<file path="src/hdl/clle_pkg.sv">
// ----------------------------------------------------------------------------
// clle_pkg
// Shared types and constants for the cursor linked list engine.
// ----------------------------------------------------------------------------
package clle_pkg;

    localparam int ACT_W  = 3;
    localparam int POS_W  = 5;
    localparam int ITEM_W = 32;
    localparam int IDX_W  = 4;
    localparam int CAP_W  = 5;

    localparam logic [CAP_W-1:0] CAP_RESET = 5'd16;

    typedef enum logic [ACT_W-1:0] {
        ACT_INSERT = 3'd0,
        ACT_ERASE  = 3'd1,
        ACT_GET    = 3'd2,
        ACT_FIND   = 3'd3,
        ACT_CLEAR  = 3'd4
    } action_t;

    typedef enum logic [2:0] {
        ST_IDLE,
        ST_DISPATCH,
        ST_WALK,
        ST_INS_LINK,
        ST_ERASE_FIX,
        ST_FIND,
        ST_DONE
    } state_t;

    // slot table port strobes
    typedef struct packed {
        logic rd;
        logic wr;
    } ram_ctl_t;

    // slot allocator commands
    typedef struct packed {
        logic take;
        logic free_one;
        logic wipe;
    } alloc_cmd_t;

endpackage

</file>
<file path="src/hdl/cursor_linked_list_engine.sv">
// ----------------------------------------------------------------------------
// cursor_linked_list_engine
// Singly linked list kept in a slot table with lowest-free-slot allocation.
// ----------------------------------------------------------------------------
// Clear, rejects and insert at the head need no walk; get, insert and erase
//   walk to the position; find walks to the match, or the whole list on a miss.
// One transaction at a time; the next is taken only after the result is
//   registered. The walk costs one slot table read per link.
// Reset (async, active low): list empty, all slots free, capacity 16.
module cursor_linked_list_engine
    import clle_pkg::*;
#(
    parameter int SLOTS     = 16,
    parameter int ITEM_BITS = 32
)
(
    input  logic                clk,
    input  logic                rst_n,
    input  logic                in_valid,
    output logic                in_ready,
    input  logic [ACT_W-1:0]    action,
    input  logic [POS_W-1:0]    position,
    input  logic [ITEM_W-1:0]   item,
    output logic                out_valid,
    input  logic                out_ready,
    output logic                ok,
    output logic [ITEM_W-1:0]   item_out,
    output logic [IDX_W-1:0]    found_index,
    output logic [CAP_W-1:0]    count,
    output logic                is_empty,
    output logic                is_full,
    input  logic                cfg_wr_en,
    input  logic [CAP_W-1:0]    cfg_wr_data
);

    // the 5-bit capacity keeps at most 31 items live, so only the lowest
    // 31 slots are ever allocated
    localparam int ROWS = (SLOTS < (1 << CAP_W)) ? SLOTS : (1 << CAP_W);
    localparam int SW   = $clog2(ROWS);
    localparam int IW   = (ITEM_BITS < ITEM_W) ? ITEM_BITS : ITEM_W;
    localparam int RW   = SW + IW;

    ram_ctl_t       ram_ctl;
    logic [SW-1:0]  ram_rd_addr;
    logic [SW-1:0]  ram_wr_addr;
    logic [RW-1:0]  ram_wr_data;
    logic [RW-1:0]  ram_rd_data;
    alloc_cmd_t     alloc_cmd;
    logic [SW-1:0]  rel_slot;
    logic [SW-1:0]  free_slot;

    clle_ctrl #(
        .ROWS (ROWS),
        .SW   (SW),
        .IW   (IW)
    ) u_ctrl (
        .clk         (clk),
        .rst_n       (rst_n),
        .in_valid    (in_valid),
        .in_ready    (in_ready),
        .action      (action),
        .position    (position),
        .item        (item),
        .out_valid   (out_valid),
        .out_ready   (out_ready),
        .ok          (ok),
        .item_out    (item_out),
        .found_index (found_index),
        .count       (count),
        .is_empty    (is_empty),
        .is_full     (is_full),
        .cfg_wr_en   (cfg_wr_en),
        .cfg_wr_data (cfg_wr_data),
        .ram_ctl     (ram_ctl),
        .ram_rd_addr (ram_rd_addr),
        .ram_wr_addr (ram_wr_addr),
        .ram_wr_data (ram_wr_data),
        .ram_rd_data (ram_rd_data),
        .alloc_cmd   (alloc_cmd),
        .rel_slot    (rel_slot),
        .free_slot   (free_slot)
    );

    clle_slot_ram #(
        .ROWS (ROWS),
        .SW   (SW),
        .RW   (RW)
    ) u_slot_ram (
        .clk     (clk),
        .ctl     (ram_ctl),
        .rd_addr (ram_rd_addr),
        .wr_addr (ram_wr_addr),
        .wr_data (ram_wr_data),
        .rd_data (ram_rd_data)
    );

    clle_alloc #(
        .ROWS (ROWS),
        .SW   (SW)
    ) u_alloc (
        .clk       (clk),
        .rst_n     (rst_n),
        .cmd       (alloc_cmd),
        .rel_slot  (rel_slot),
        .free_slot (free_slot)
    );

endmodule

</file>
<file path="src/hdl/clle_slot_ram.sv">
// ----------------------------------------------------------------------------
// clle_slot_ram
// Slot table: one write port, one read port, registered read data.
// Each row holds {link, item}.
// ----------------------------------------------------------------------------
module clle_slot_ram
    import clle_pkg::*;
#(
    parameter int ROWS = 16,
    parameter int SW   = 4,
    parameter int RW   = 36
)
(
    input  logic          clk,
    input  ram_ctl_t      ctl,
    input  logic [SW-1:0] rd_addr,
    input  logic [SW-1:0] wr_addr,
    input  logic [RW-1:0] wr_data,
    output logic [RW-1:0] rd_data
);

    logic [RW-1:0] mem [ROWS];
    logic [RW-1:0] rd_data_reg;

    always_ff @(posedge clk)
    begin
        if (ctl.wr)
        begin
            mem[wr_addr] <= wr_data;
        end
        if (ctl.rd)
        begin
            rd_data_reg <= mem[rd_addr];
        end
    end

    assign rd_data = rd_data_reg;

endmodule

</file>
<file path="src/hdl/clle_alloc.sv">
// ----------------------------------------------------------------------------
// clle_alloc
// Used marks for the slots and the lowest-free-slot search.
// ----------------------------------------------------------------------------
module clle_alloc
    import clle_pkg::*;
#(
    parameter int ROWS = 16,
    parameter int SW   = 4
)
(
    input  logic          clk,
    input  logic          rst_n,
    input  alloc_cmd_t    cmd,
    input  logic [SW-1:0] rel_slot,
    output logic [SW-1:0] free_slot
);

    logic [ROWS-1:0] used_reg;

    always_comb
    begin
        free_slot = '0;
        for (int i = ROWS - 1; i >= 0; i--)
        begin
            if (!used_reg[i])
            begin
                free_slot = SW'(i);
            end
        end
    end

    always_ff @(posedge clk or negedge rst_n)
    begin
        if (!rst_n)
        begin
            used_reg <= '0;
        end
        else if (cmd.wipe)
        begin
            used_reg <= '0;
        end
        else
        begin
            if (cmd.take)
            begin
                used_reg[free_slot] <= 1'b1;
            end
            if (cmd.free_one)
            begin
                used_reg[rel_slot] <= 1'b0;
            end
        end
    end

`ifndef NO_ASSERTIONS
    // a slot handed out must really be free
    a_take_free: assert property (@(posedge clk) disable iff (!rst_n)
        cmd.take |-> !used_reg[free_slot])
        else $error("allocated slot already in use");

    a_wipe_all: assert property (@(posedge clk) disable iff (!rst_n)
        cmd.wipe |=> (used_reg == '0))
        else $error("clear left used slots");
`endif

endmodule

</file>
<file path="src/hdl/clle_ctrl.sv">
// ----------------------------------------------------------------------------
// clle_ctrl
// Sequencer: decodes the transaction, walks the links through the slot table
// one read per cycle, writes back the relinked rows and holds the result.
// ----------------------------------------------------------------------------
module clle_ctrl
    import clle_pkg::*;
#(
    parameter int ROWS = 16,
    parameter int SW   = 4,
    parameter int IW   = 32
)
(
    input  logic                clk,
    input  logic                rst_n,
    input  logic                in_valid,
    output logic                in_ready,
    input  logic [ACT_W-1:0]    action,
    input  logic [POS_W-1:0]    position,
    input  logic [ITEM_W-1:0]   item,
    output logic                out_valid,
    input  logic                out_ready,
    output logic                ok,
    output logic [ITEM_W-1:0]   item_out,
    output logic [IDX_W-1:0]    found_index,
    output logic [CAP_W-1:0]    count,
    output logic                is_empty,
    output logic                is_full,
    input  logic                cfg_wr_en,
    input  logic [CAP_W-1:0]    cfg_wr_data,
    output ram_ctl_t            ram_ctl,
    output logic [SW-1:0]       ram_rd_addr,
    output logic [SW-1:0]       ram_wr_addr,
    output logic [SW+IW-1:0]    ram_wr_data,
    input  logic [SW+IW-1:0]    ram_rd_data,
    output alloc_cmd_t          alloc_cmd,
    output logic [SW-1:0]       rel_slot,
    input  logic [SW-1:0]       free_slot
);

    localparam int CAP_LIM = (1 << CAP_W) - 1;
    localparam logic [CAP_W-1:0] CAP_MAX = CAP_W'((ROWS < CAP_LIM) ? ROWS : CAP_LIM);

    state_t              state_reg, state_next;
    action_t             act_reg, act_next;
    logic [POS_W-1:0]    pos_reg, pos_next;
    logic [IW-1:0]       key_reg, key_next;
    logic [CAP_W-1:0]    count_reg, count_next;
    logic [SW-1:0]       head_reg, head_next;
    logic [SW-1:0]       cur_reg, cur_next;
    logic [SW-1:0]       neo_reg, neo_next;
    logic [POS_W-1:0]    remain_reg, remain_next;
    logic [POS_W-1:0]    idx_reg, idx_next;
    logic [IW-1:0]       hold_reg, hold_next;
    logic [CAP_W-1:0]    cap_reg;
    logic [CAP_W-1:0]    cap_eff;

    logic                res_ok_reg, res_ok_next;
    logic [ITEM_W-1:0]   res_item_reg, res_item_next;
    logic [IDX_W-1:0]    res_found_reg, res_found_next;

    logic                out_valid_reg, out_valid_next;
    logic                ok_reg, ok_next;
    logic [ITEM_W-1:0]   item_out_reg, item_out_next;
    logic [IDX_W-1:0]    found_reg, found_next;
    logic [CAP_W-1:0]    cnt_out_reg, cnt_out_next;
    logic                empty_reg, empty_next;
    logic                full_reg, full_next;

    logic [SW-1:0]       rd_link;
    logic [IW-1:0]       rd_item;

    assign rd_link = ram_rd_data[SW+IW-1:IW];
    assign rd_item = ram_rd_data[IW-1:0];

    always_comb
    begin
        if (cap_reg == '0)
        begin
            cap_eff = CAP_W'(1);
        end
        else if (cap_reg > CAP_MAX)
        begin
            cap_eff = CAP_MAX;
        end
        else
        begin
            cap_eff = cap_reg;
        end
    end

    always_ff @(posedge clk or negedge rst_n)
    begin
        if (!rst_n)
        begin
            state_reg     <= ST_IDLE;
            count_reg     <= '0;
            cap_reg       <= CAP_RESET;
            out_valid_reg <= 1'b0;
        end
        else
        begin
            state_reg     <= state_next;
            count_reg     <= count_next;
            out_valid_reg <= out_valid_next;
            if (cfg_wr_en)
            begin
                cap_reg <= cfg_wr_data;
            end
        end
    end

    always_ff @(posedge clk)
    begin
        act_reg       <= act_next;
        pos_reg       <= pos_next;
        key_reg       <= key_next;
        head_reg      <= head_next;
        cur_reg       <= cur_next;
        neo_reg       <= neo_next;
        remain_reg    <= remain_next;
        idx_reg       <= idx_next;
        hold_reg      <= hold_next;
        res_ok_reg    <= res_ok_next;
        res_item_reg  <= res_item_next;
        res_found_reg <= res_found_next;
        ok_reg        <= ok_next;
        item_out_reg  <= item_out_next;
        found_reg     <= found_next;
        cnt_out_reg   <= cnt_out_next;
        empty_reg     <= empty_next;
        full_reg      <= full_next;
    end

    always_comb
    begin
        state_next     = state_reg;
        act_next       = act_reg;
        pos_next       = pos_reg;
        key_next       = key_reg;
        count_next     = count_reg;
        head_next      = head_reg;
        cur_next       = cur_reg;
        neo_next       = neo_reg;
        remain_next    = remain_reg;
        idx_next       = idx_reg;
        hold_next      = hold_reg;
        res_ok_next    = res_ok_reg;
        res_item_next  = res_item_reg;
        res_found_next = res_found_reg;
        out_valid_next = out_valid_reg && !out_ready;
        ok_next        = ok_reg;
        item_out_next  = item_out_reg;
        found_next     = found_reg;
        cnt_out_next   = cnt_out_reg;
        empty_next     = empty_reg;
        full_next      = full_reg;

        in_ready       = 1'b0;
        ram_ctl        = '0;
        ram_rd_addr    = head_reg;
        ram_wr_addr    = cur_reg;
        ram_wr_data    = {rd_link, key_reg};
        alloc_cmd      = '0;
        rel_slot       = cur_reg;

        unique case (state_reg)
            ST_IDLE:
            begin
                in_ready = 1'b1;
                if (in_valid)
                begin
                    act_next   = action_t'(action);
                    pos_next   = position;
                    key_next   = item[IW-1:0];
                    state_next = ST_DISPATCH;
                end
            end

            ST_DISPATCH:
            begin
                res_ok_next    = 1'b0;
                res_item_next  = '0;
                res_found_next = '0;
                cur_next       = head_reg;
                state_next     = ST_DONE;
                case (act_reg)
                    ACT_INSERT:
                    begin
                        if (pos_reg <= count_reg && count_reg < cap_eff)
                        begin
                            if (pos_reg == '0)
                            begin
                                ram_ctl.wr      = 1'b1;
                                ram_wr_addr     = free_slot;
                                ram_wr_data     = {head_reg, key_reg};
                                alloc_cmd.take  = 1'b1;
                                head_next       = free_slot;
                                count_next      = count_reg + CAP_W'(1);
                                res_ok_next     = 1'b1;
                            end
                            else
                            begin
                                ram_ctl.rd  = 1'b1;
                                remain_next = pos_reg - POS_W'(1);
                                state_next  = ST_WALK;
                            end
                        end
                    end
                    ACT_ERASE:
                    begin
                        if (pos_reg < count_reg)
                        begin
                            ram_ctl.rd  = 1'b1;
                            remain_next = (pos_reg == '0) ? '0 : pos_reg - POS_W'(1);
                            state_next  = ST_WALK;
                        end
                    end
                    ACT_GET:
                    begin
                        if (pos_reg < count_reg)
                        begin
                            ram_ctl.rd  = 1'b1;
                            remain_next = pos_reg;
                            state_next  = ST_WALK;
                        end
                    end
                    ACT_FIND:
                    begin
                        if (count_reg != '0)
                        begin
                            ram_ctl.rd = 1'b1;
                            idx_next   = '0;
                            state_next = ST_FIND;
                        end
                    end
                    ACT_CLEAR:
                    begin
                        alloc_cmd.wipe = 1'b1;
                        count_next     = '0;
                        res_ok_next    = 1'b1;
                    end
                    default:
                    begin
                        res_ok_next = 1'b0;
                    end
                endcase
            end

            // read data holds the row of cur_reg
            ST_WALK:
            begin
                if (remain_reg != '0)
                begin
                    ram_ctl.rd  = 1'b1;
                    ram_rd_addr = rd_link;
                    cur_next    = rd_link;
                    remain_next = remain_reg - POS_W'(1);
                end
                else
                begin
                    state_next = ST_DONE;
                    case (act_reg)
                        ACT_GET:
                        begin
                            res_ok_next   = 1'b1;
                            res_item_next = ITEM_W'(rd_item);
                        end
                        ACT_INSERT:
                        begin
                            // new row takes over the predecessor's link
                            ram_ctl.wr     = 1'b1;
                            ram_wr_addr    = free_slot;
                            ram_wr_data    = {rd_link, key_reg};
                            alloc_cmd.take = 1'b1;
                            neo_next       = free_slot;
                            count_next     = count_reg + CAP_W'(1);
                            res_ok_next    = 1'b1;
                            state_next     = ST_INS_LINK;
                        end
                        ACT_ERASE:
                        begin
                            if (pos_reg == '0)
                            begin
                                head_next          = rd_link;
                                alloc_cmd.free_one = 1'b1;
                                count_next         = count_reg - CAP_W'(1);
                                res_ok_next        = 1'b1;
                                res_item_next      = ITEM_W'(rd_item);
                            end
                            else
                            begin
                                ram_ctl.rd  = 1'b1;
                                ram_rd_addr = rd_link;
                                neo_next    = rd_link;
                                hold_next   = rd_item;
                                state_next  = ST_ERASE_FIX;
                            end
                        end
                        default:
                        begin
                            res_ok_next = 1'b0;
                        end
                    endcase
                end
            end

            // predecessor row still in read data: point it at the new row
            ST_INS_LINK:
            begin
                ram_ctl.wr  = 1'b1;
                ram_wr_addr = cur_reg;
                ram_wr_data = {neo_reg, rd_item};
                state_next  = ST_DONE;
            end

            // victim row in read data: bypass it
            ST_ERASE_FIX:
            begin
                ram_ctl.wr         = 1'b1;
                ram_wr_addr        = cur_reg;
                ram_wr_data        = {rd_link, hold_reg};
                alloc_cmd.free_one = 1'b1;
                rel_slot           = neo_reg;
                count_next         = count_reg - CAP_W'(1);
                res_ok_next        = 1'b1;
                res_item_next      = ITEM_W'(rd_item);
                state_next         = ST_DONE;
            end

            ST_FIND:
            begin
                if (rd_item == key_reg)
                begin
                    res_ok_next    = 1'b1;
                    res_found_next = idx_reg[IDX_W-1:0];
                    state_next     = ST_DONE;
                end
                else if (idx_reg + POS_W'(1) == count_reg)
                begin
                    state_next = ST_DONE;
                end
                else
                begin
                    ram_ctl.rd  = 1'b1;
                    ram_rd_addr = rd_link;
                    idx_next    = idx_reg + POS_W'(1);
                end
            end

            ST_DONE:
            begin
                if (!out_valid_reg || out_ready)
                begin
                    out_valid_next = 1'b1;
                    ok_next        = res_ok_reg;
                    item_out_next  = res_item_reg;
                    found_next     = res_found_reg;
                    cnt_out_next   = count_reg;
                    empty_next     = (count_reg == '0);
                    full_next      = (count_reg >= cap_eff);
                    state_next     = ST_IDLE;
                end
            end

            default:
            begin
                state_next = ST_IDLE;
            end
        endcase
    end

    assign out_valid   = out_valid_reg;
    assign ok          = ok_reg;
    assign item_out    = item_out_reg;
    assign found_index = found_reg;
    assign count       = cnt_out_reg;
    assign is_empty    = empty_reg;
    assign is_full     = full_reg;

`ifndef NO_ASSERTIONS
    // the sequencer never reads and writes the table in the same cycle
    a_no_rw_overlap: assert property (@(posedge clk) disable iff (!rst_n)
        !(ram_ctl.rd && ram_ctl.wr))
        else $error("slot table read and write overlap");

    a_count_bound: assert property (@(posedge clk) disable iff (!rst_n)
        count_reg <= CAP_MAX)
        else $error("item count beyond table size");

    a_done_hands_off: assert property (@(posedge clk) disable iff (!rst_n)
        (state_reg == ST_DONE && (!out_valid_reg || out_ready))
        |=> (out_valid_reg && state_reg == ST_IDLE))
        else $error("result not presented");

    a_empty_flag: assert property (@(posedge clk) disable iff (!rst_n)
        out_valid_reg |-> (empty_reg == (cnt_out_reg == '0)))
        else $error("empty flag disagrees with count");
`endif

endmodule

</file>
<file path="config.mk">
export PLATFORM = sky130hd
export DESIGN_NAME = cursor_linked_list_engine
export DESIGN_NICKNAME = d
export VERILOG_FILES = /design/src/hdl/clle_pkg.sv /design/src/hdl/cursor_linked_list_engine.sv /design/src/hdl/clle_slot_ram.sv /design/src/hdl/clle_alloc.sv /design/src/hdl/clle_ctrl.sv
export SDC_FILE = /design/constraint.sdc
export NUM_CORES = 1
export LEC_CHECK = 0
export ABC_AREA = 1
export BUFFER_PORTS_ARGS = -buffer_cell sky130_fd_sc_hd__buf_2
export CORE_UTILIZATION = 50
export DETAILED_ROUTE_END_ITERATION = 10
export PLACE_DENSITY = 0.74
export SETUP_SLACK_MARGIN = 0.5
export SLEW_MARGIN = 20
export SYNTH_ARGS = -nofsm -noshare
export SYNTH_HDL_FRONTEND = slang
export SYNTH_SLANG_ARGS = --single-unit
</file>
<file path="constraint.sdc">
create_clock -name clk -period 8.75 [get_ports clk]
set_input_delay 0.875 -clock clk [delete_from_list [all_inputs] [get_ports clk]]
set_output_delay 0.875 -clock clk [all_outputs]
set_load 0.01 [all_outputs]
</file>
After elaboration in Yosys (flattened, before gate mapping)

Memory sizes are Yosys's and may differ from the RTL's. A register that Yosys moved wholly into a read port is not among the register bits.
Index checks and enable logic that the tools add are counted.

Bitwise operators: 5
Muxes and demuxes: 127
Eq/ne operators: 38
$lt $le $gt $ge: 9
Add/subtract/negate cells: 5
Reduce and logical (&&, ||, !) cells: 35

Operator list:

| operator                                              | number |
|---|---|
| two-way mux 4 bit                                     | 36 |
| two-way mux 36 bit                                    | 3 |
| case mux 36 bit (3 select lines)                      | 1 |
| case mux 32 bit (3 select lines)                      | 1 |
| two-way mux 5 bit                                     | 16 |
| two-way mux 16 bit                                    | 4 |
| two-way mux 32 bit                                    | 2 |
| case mux 32 bit (2 select lines)                      | 1 |
| case mux 4 bit (2 select lines)                       | 6 |
| case mux 5 bit (2 select lines)                       | 4 |
| == test 32 bit                                        | 1 |
| case mux 5 bit (3 select lines)                       | 2 |
| two-way mux 1 bit                                     | 26 |
| two-way mux 3 bit                                     | 8 |
| AND reduction 7 bit                                   | 3 |
| AND reduction 4 bit                                   | 5 |
| case mux 3 bit (6 select lines)                       | 1 |
| bitwise AND 16 bit                                    | 1 |
| inequality test 2 bit, second input constant          | 8 |
| inverter 16 bit                                       | 1 |
| OR 16 bit                                             | 1 |
| zero test 5 bit                                       | 3 |
| inequality test 3 x 2 -> 1 bit, second input constant | 5 |
| subtractor 5 x 1 -> 5 bit, second input constant      | 3 |
| other kinds (34)                                      | 77 |

Logic and storage cells: 243
Output and inout port bits: 46
Bits in registers: 205
Bits of input ports: 50
Bits in writable memories: 576
Memories kept: 1

Memories:

| memory         | depth | bits a word | read ports | clocked after Yosys merged registers in | write ports | line                | text |
|---|---|---|---|---|---|---|---|
| u_slot_ram.mem | 16    | 36          | 1          | 1                                       | 1           | clle_slot_ram.sv:22 | `logic [RW-1:0] mem [ROWS];` |

Longest topological paths before layout

Word-level depth: 26
Gate-level depth with buffers: 20
Mapped depth without buffers: 20

Cells and area by module

A second synthesis with hierarchy kept.

Cells, all modules: 3,402
Area, all modules: 35,818.1 µm²

Modules (own cells, without submodules):

| module        | seq. area each (µm²) | cells an instance | times used | area an instance (µm²) |
|---|---|---|---|---|
| clle_slot_ram | 18,377.6             | 2,379             | 1          | 25,754.7 |
| clle_ctrl     | 5,606.6              | 878               | 1          | 8,976.1 |
| clle_alloc    | 400.4                | 145               | 1          | 1,087.3 |

Worst setup path before layout

No wires, ideal clock.

Kind: flip-flop to flip-flop
Start point: register u_ctrl.count_reg[2]
End point: memory u_slot_ram.mem[12][0] (enable)
Period minus slack after synthesis: 4,236 ps
Slack: 4,514 ps
Library setup time: 429 ps
Arrival time: 3,807 ps
Cell stages (with the launch flop): 17
Cells stage by stage: dfrtp_1 -> buf_2 -> inv_2 -> ha_1 -> nand2_1 -> nor2_1 -> inv_1 -> o211ai_1 -> nand2_1 -> nand2_1 -> inv_1 -> nand2_1 -> buf_2 -> o21ai_0 -> a31oi_1 -> nand2_1 -> nor2_1

Word-level cells in the longest chain between the ends: 7
Elaborated cells on any way between the ends: 11

Ends and longest elaborated chain:

| element                                                                  | line                | text |
|---|---|---|
| start, declared                                                          | clle_ctrl.sv:48     | `logic [CAP_W-1:0] count_reg, count_next;` |
| start signal, assigned                                                   | clle_ctrl.sv:104    | `count_reg <= count_next;` |
| <= comparator 5 bit / less-than comparator 5 bit (equally long branches) | clle_ctrl.sv:190    | `if (pos_reg <= count_reg && count_reg < cap_eff)` |
| logical AND 1 bit *                                                      | clle_ctrl.sv:190    |  |
| two-way mux 2 bit                                                        | clle_ctrl.sv:190    |  |
| two-way mux 1 bit                                                        | clle_ctrl.sv:187    | `case (act_reg)` |
| case mux 1 bit (3 select lines)                                          | clle_ctrl.sv:167    | `unique case (state_reg)` |
| two-way mux 1 bit                                                        | clle_slot_ram.sv:27 | `if (ctl.wr)` |
| two-way mux 1 bit (not written as such)                                  | clle_slot_ram.sv:29 | `mem[wr_addr] <= wr_data;` |
| end, declared                                                            | clle_slot_ram.sv:22 |  |

Every way passes the cells marked *; elsewhere a longest branch is shown, timed or not.

Final worst setup path

Start point: register u_slot_ram.rd_data_reg[26] (netlist: u_slot_ram.rd_data[26]), read port of u_slot_ram.mem
End point: register u_slot_ram.rd_data_reg[19] (netlist: u_slot_ram.rd_data[19]), read port of u_slot_ram.mem, data pin

Word-level cells in the longest chain between the ends: 3
Elaborated cells on any way between the ends: 5

Ends and longest elaborated chain:

| element                                                                                   | line                | text |
|---|---|---|
| start, declared                                                                           | clle_slot_ram.sv:23 | `logic [RW-1:0] rd_data_reg;` |
| == test 32 bit *                                                                          | clle_ctrl.sv:333    | `if (rd_item == key_reg)` |
| two-way mux 1 bit / two-way mux 4 bit (equally long branches)                             | clle_ctrl.sv:333    |  |
| case mux 1 bit (3 select lines) / case mux 4 bit (2 select lines) (equally long branches) | clle_ctrl.sv:167    |  |

Marked as above.
A chain may end at the register's enable or synchronous reset.

==> results.md <==
- Status: finished clean
- Nets: 3583
- Count leader, synth: edfxtp_1
- Die Ht: 272 µm
- Post-synth top cells: edfxtp_1, nand3_1, inv_1
- Worst r2r src: u_slot_ram.rd_data[26]
- CTS Buffer Depth: 3
- Post-synth EDFFs: 787
- FF+latch count, synth: 817
- Footprint of the multi-input gates: 9010 µm²
- Seq/Total Area, Yosys: 0.670
- Cells on worst reg2reg path: 18
- Area growth, synth to finish: 12.2%
- Final estimated routing congestion in global placement: 0.926
- Actual slew at the worst max-slew pin: 1.16 ns
- Max reg flops: 576
- Leakage: 0.0167 µW
- Final Slew Violations: 0
- Syn Inst Count: 3430
- Setup Skew: 0.0380 ns
- DPL Wire Length: 50500 µm
- Min Clock Period, post-route: 5.06 ns
- Setup TNS: 0 ns
- Clock root buffer: clkbuf_16
- Routed Antenna Nets: 0
- Vias in the first global route: 24700
- R2r setup slk: 3.69 ns
- Largest net degree at the start of global routing: 188
- Rows: 98
- CP Capture Type: register
- FFs w/ async S/R, synth: 0.0367
- Cell variety after synth: 47
- Setup violators final: 0
- Layout cells sized above 1: 0.0997
- Total CTS buffers: 81
- DR vias: 25500
- CTS tree: built
- Required time worst endpoint: 9.21 ns
- R2R Path End: u_slot_ram.rd_data[19]
- Post-CTS Setup Bufs: 0
- Sequential Area: 24400 µm²
- H-Tree Depth: 3
- Final Hold Fails: 0
- Mapped cell area: 36400 µm²
- Post-route worst setup slack: 3.69 ns
- Effective utilization at floorplan: 0.507
- Full die area: 73800 µm²
- Initial antenna violation count: 2
- ANT cells: 0
- Core ar.: 71700 µm²
- FMAX: 198 MHz
- CTS hold repair buffers: 0
- Worst-skew pair later-pin latency: 0.65 ns
- Worst Path Class, Setup: register to register
- Pwr/cell area: 371 nW/µm²
- Filler instances: 5740
- Drt wl/cell: 20.6 µm
- Hold Crit Class: input pin to asynchronous set/reset pin
- Iter 0 DRT Violations: 3384
- Post-Synthesis Net Count: 3495
- Post-synth top flop: edfxtp_1
- Clock-pin slew on the worst setup and hold paths: 0.06 ns
- Setup WS pre-CTS: 3.82 ns
- Startpoint Class: register
- Critical Path Start: u_slot_ram.rd_data[26]
- RSZ-0062 raised after global routing: no
- Max cap viols: 0
- Total GRT Usage: 0.251
- Io pins: 96
- Cts repair resizes: 0
- Worst slew margin: 0.220
- Pre-Repair DR Iteration Count: 6
- Syn_area_per_cell: 10.6 µm²
- CP Max Fanout: 82
- IO Port Bufs: 95
- Period Utilization, post-route: 0.578
- Avg Vias per Cell: 5.62
- First-pass GRT wire length: 142000 µm
- Yosys warns: 0
- Synth top area cells: edfxtp_1, nand3_1, inv_1, nand2_1, dfrtp_1
- Dominant cell type by area after synthesis: edfxtp_1
- DRC errors left: 0
- VDD IR-drop max: 0.299 mV
- Detailed Route WL: 93200 µm
- Clock Sinks: 817
- Die width: 272 µm
- Arr. time, crit path: 5.52 ns
- Grt ovf: 0
- Post-synth top area share: 0.650
==> cells in the final DEF, fill, tap and decap left out, types with 22 or more instances in the layout <==
master | Yosys | final
buf_4 | 14 | 68
a21oi_1 | 43 | 43
nand3_1 | 714 | 712
buf_2 | 62 | 96
nand3b_1 | 73 | 73
xnor2_1 | 25 | 25
nand2_1 | 615 | 615
o21ai_0 | 46 | 46
o211ai_1 | 27 | 27
clkbuf_16 | 0 | 83
nor2_4 | 3 | 22
nor2_1 | 130 | 111
inv_1 | 632 | 632
dfrtp_1 | 29 | 29
edfxtp_1 | 787 | 787
==> cell type report <==
class | instances | share of cell area
Multi-Input combinational cell | 1795 | 0.221
Sequential cell | 817 | 0.598
Clock buffer | 103 | 0.0530
Tap cell | 950 | 0.0291
Clock inverter | 43 | 0.0133
Inverter | 654 | 0.0602
Timing Repair Buffer | 169 | 0.0258
==> how the worst max path moves through the flow <==
stage | endpoint | slack (ns)
2_1_floorplan | u_slot_ram.mem[12][0] | 4.51
3_5_place_dp | u_slot_ram.rd_data[14] | 3.82
6_report | u_slot_ram.rd_data[19] | 3.69
3_3_place_gp | u_slot_ram.rd_data[14] | 3.85
5_1_grt | u_slot_ram.rd_data[15] | 3.42
4_1_cts | u_slot_ram.rd_data[19] | 3.80
==> through the flow <==
step / hold slack [ns] / total power (µW) / cells / utilization / instance area (µm²)
after floorplan: 0.400 / 9530 / 3430 / - / 36400
after global placement: 0.401 / 11300 / 4375 / 0.530 / 38000
after detailed placement: 0.405 / 11500 / 4378 / 0.530 / 38000
after CTS: 0.308 / 15000 / 4524 / 0.568 / 40700
after global routing: 0.366 / 15800 / 4531 / 0.569 / 40800
final: 0.304 / 15100 / 4531 / 0.569 / 40800
==> worst max-delay path: stages (launching register included) <==
cell and delay, ns:
edfxtp_1 0.45, inv_1 0.16, nand2_1 0.07, nand2_1 0.06, nand2_1 0.05, nor2_1 0.45, nand2_1 0.10, nor2_1 0.17
nand2_1 0.24, nand2_2 0.21, nand3_1 0.08, nand3_1 0.13, nand2_4 0.33, inv_4 0.90, buf_4 0.83, nand3_1 0.15
nand3_1 0.12, nand3_1 0.09, nand2_1 0.22
==> per-layer routing <==
metal / up-vias / track usage / wire, µm
met2: 1470 / 0.407 / 44100
met3: 215 / 0.0423 / 9810
li1: 11700 / - / -
met4: 2 / 0.0996 / 2920
met1: 12100 / 0.338 / 36300
met5: - / 0 / 12
==> report_power, final <==
group | total (µW) | internal, µW | switching (µW)
logic | 5630 | 1450 | 4180
clock network | 3560 | 2080 | 1480
registers | 5930 | 5630 | 302
total | 15100 | 9160 | 5960
==> logic make-up after synthesis <==
family | after synthesis | synth area share
buffers and inverters | 818 | 0.0884
muxes | 1 | 0.000310
xor gates and xnor gates | 28 | 0.00674
AOI/OAI and AO/OA | 175 | 0.0304
adders and majority gates | 15 | 0.00516
and+or+nand+nor | 1576 | 0.199
DFF | 817 | 0.670
(Power assumes the default switching activity.)
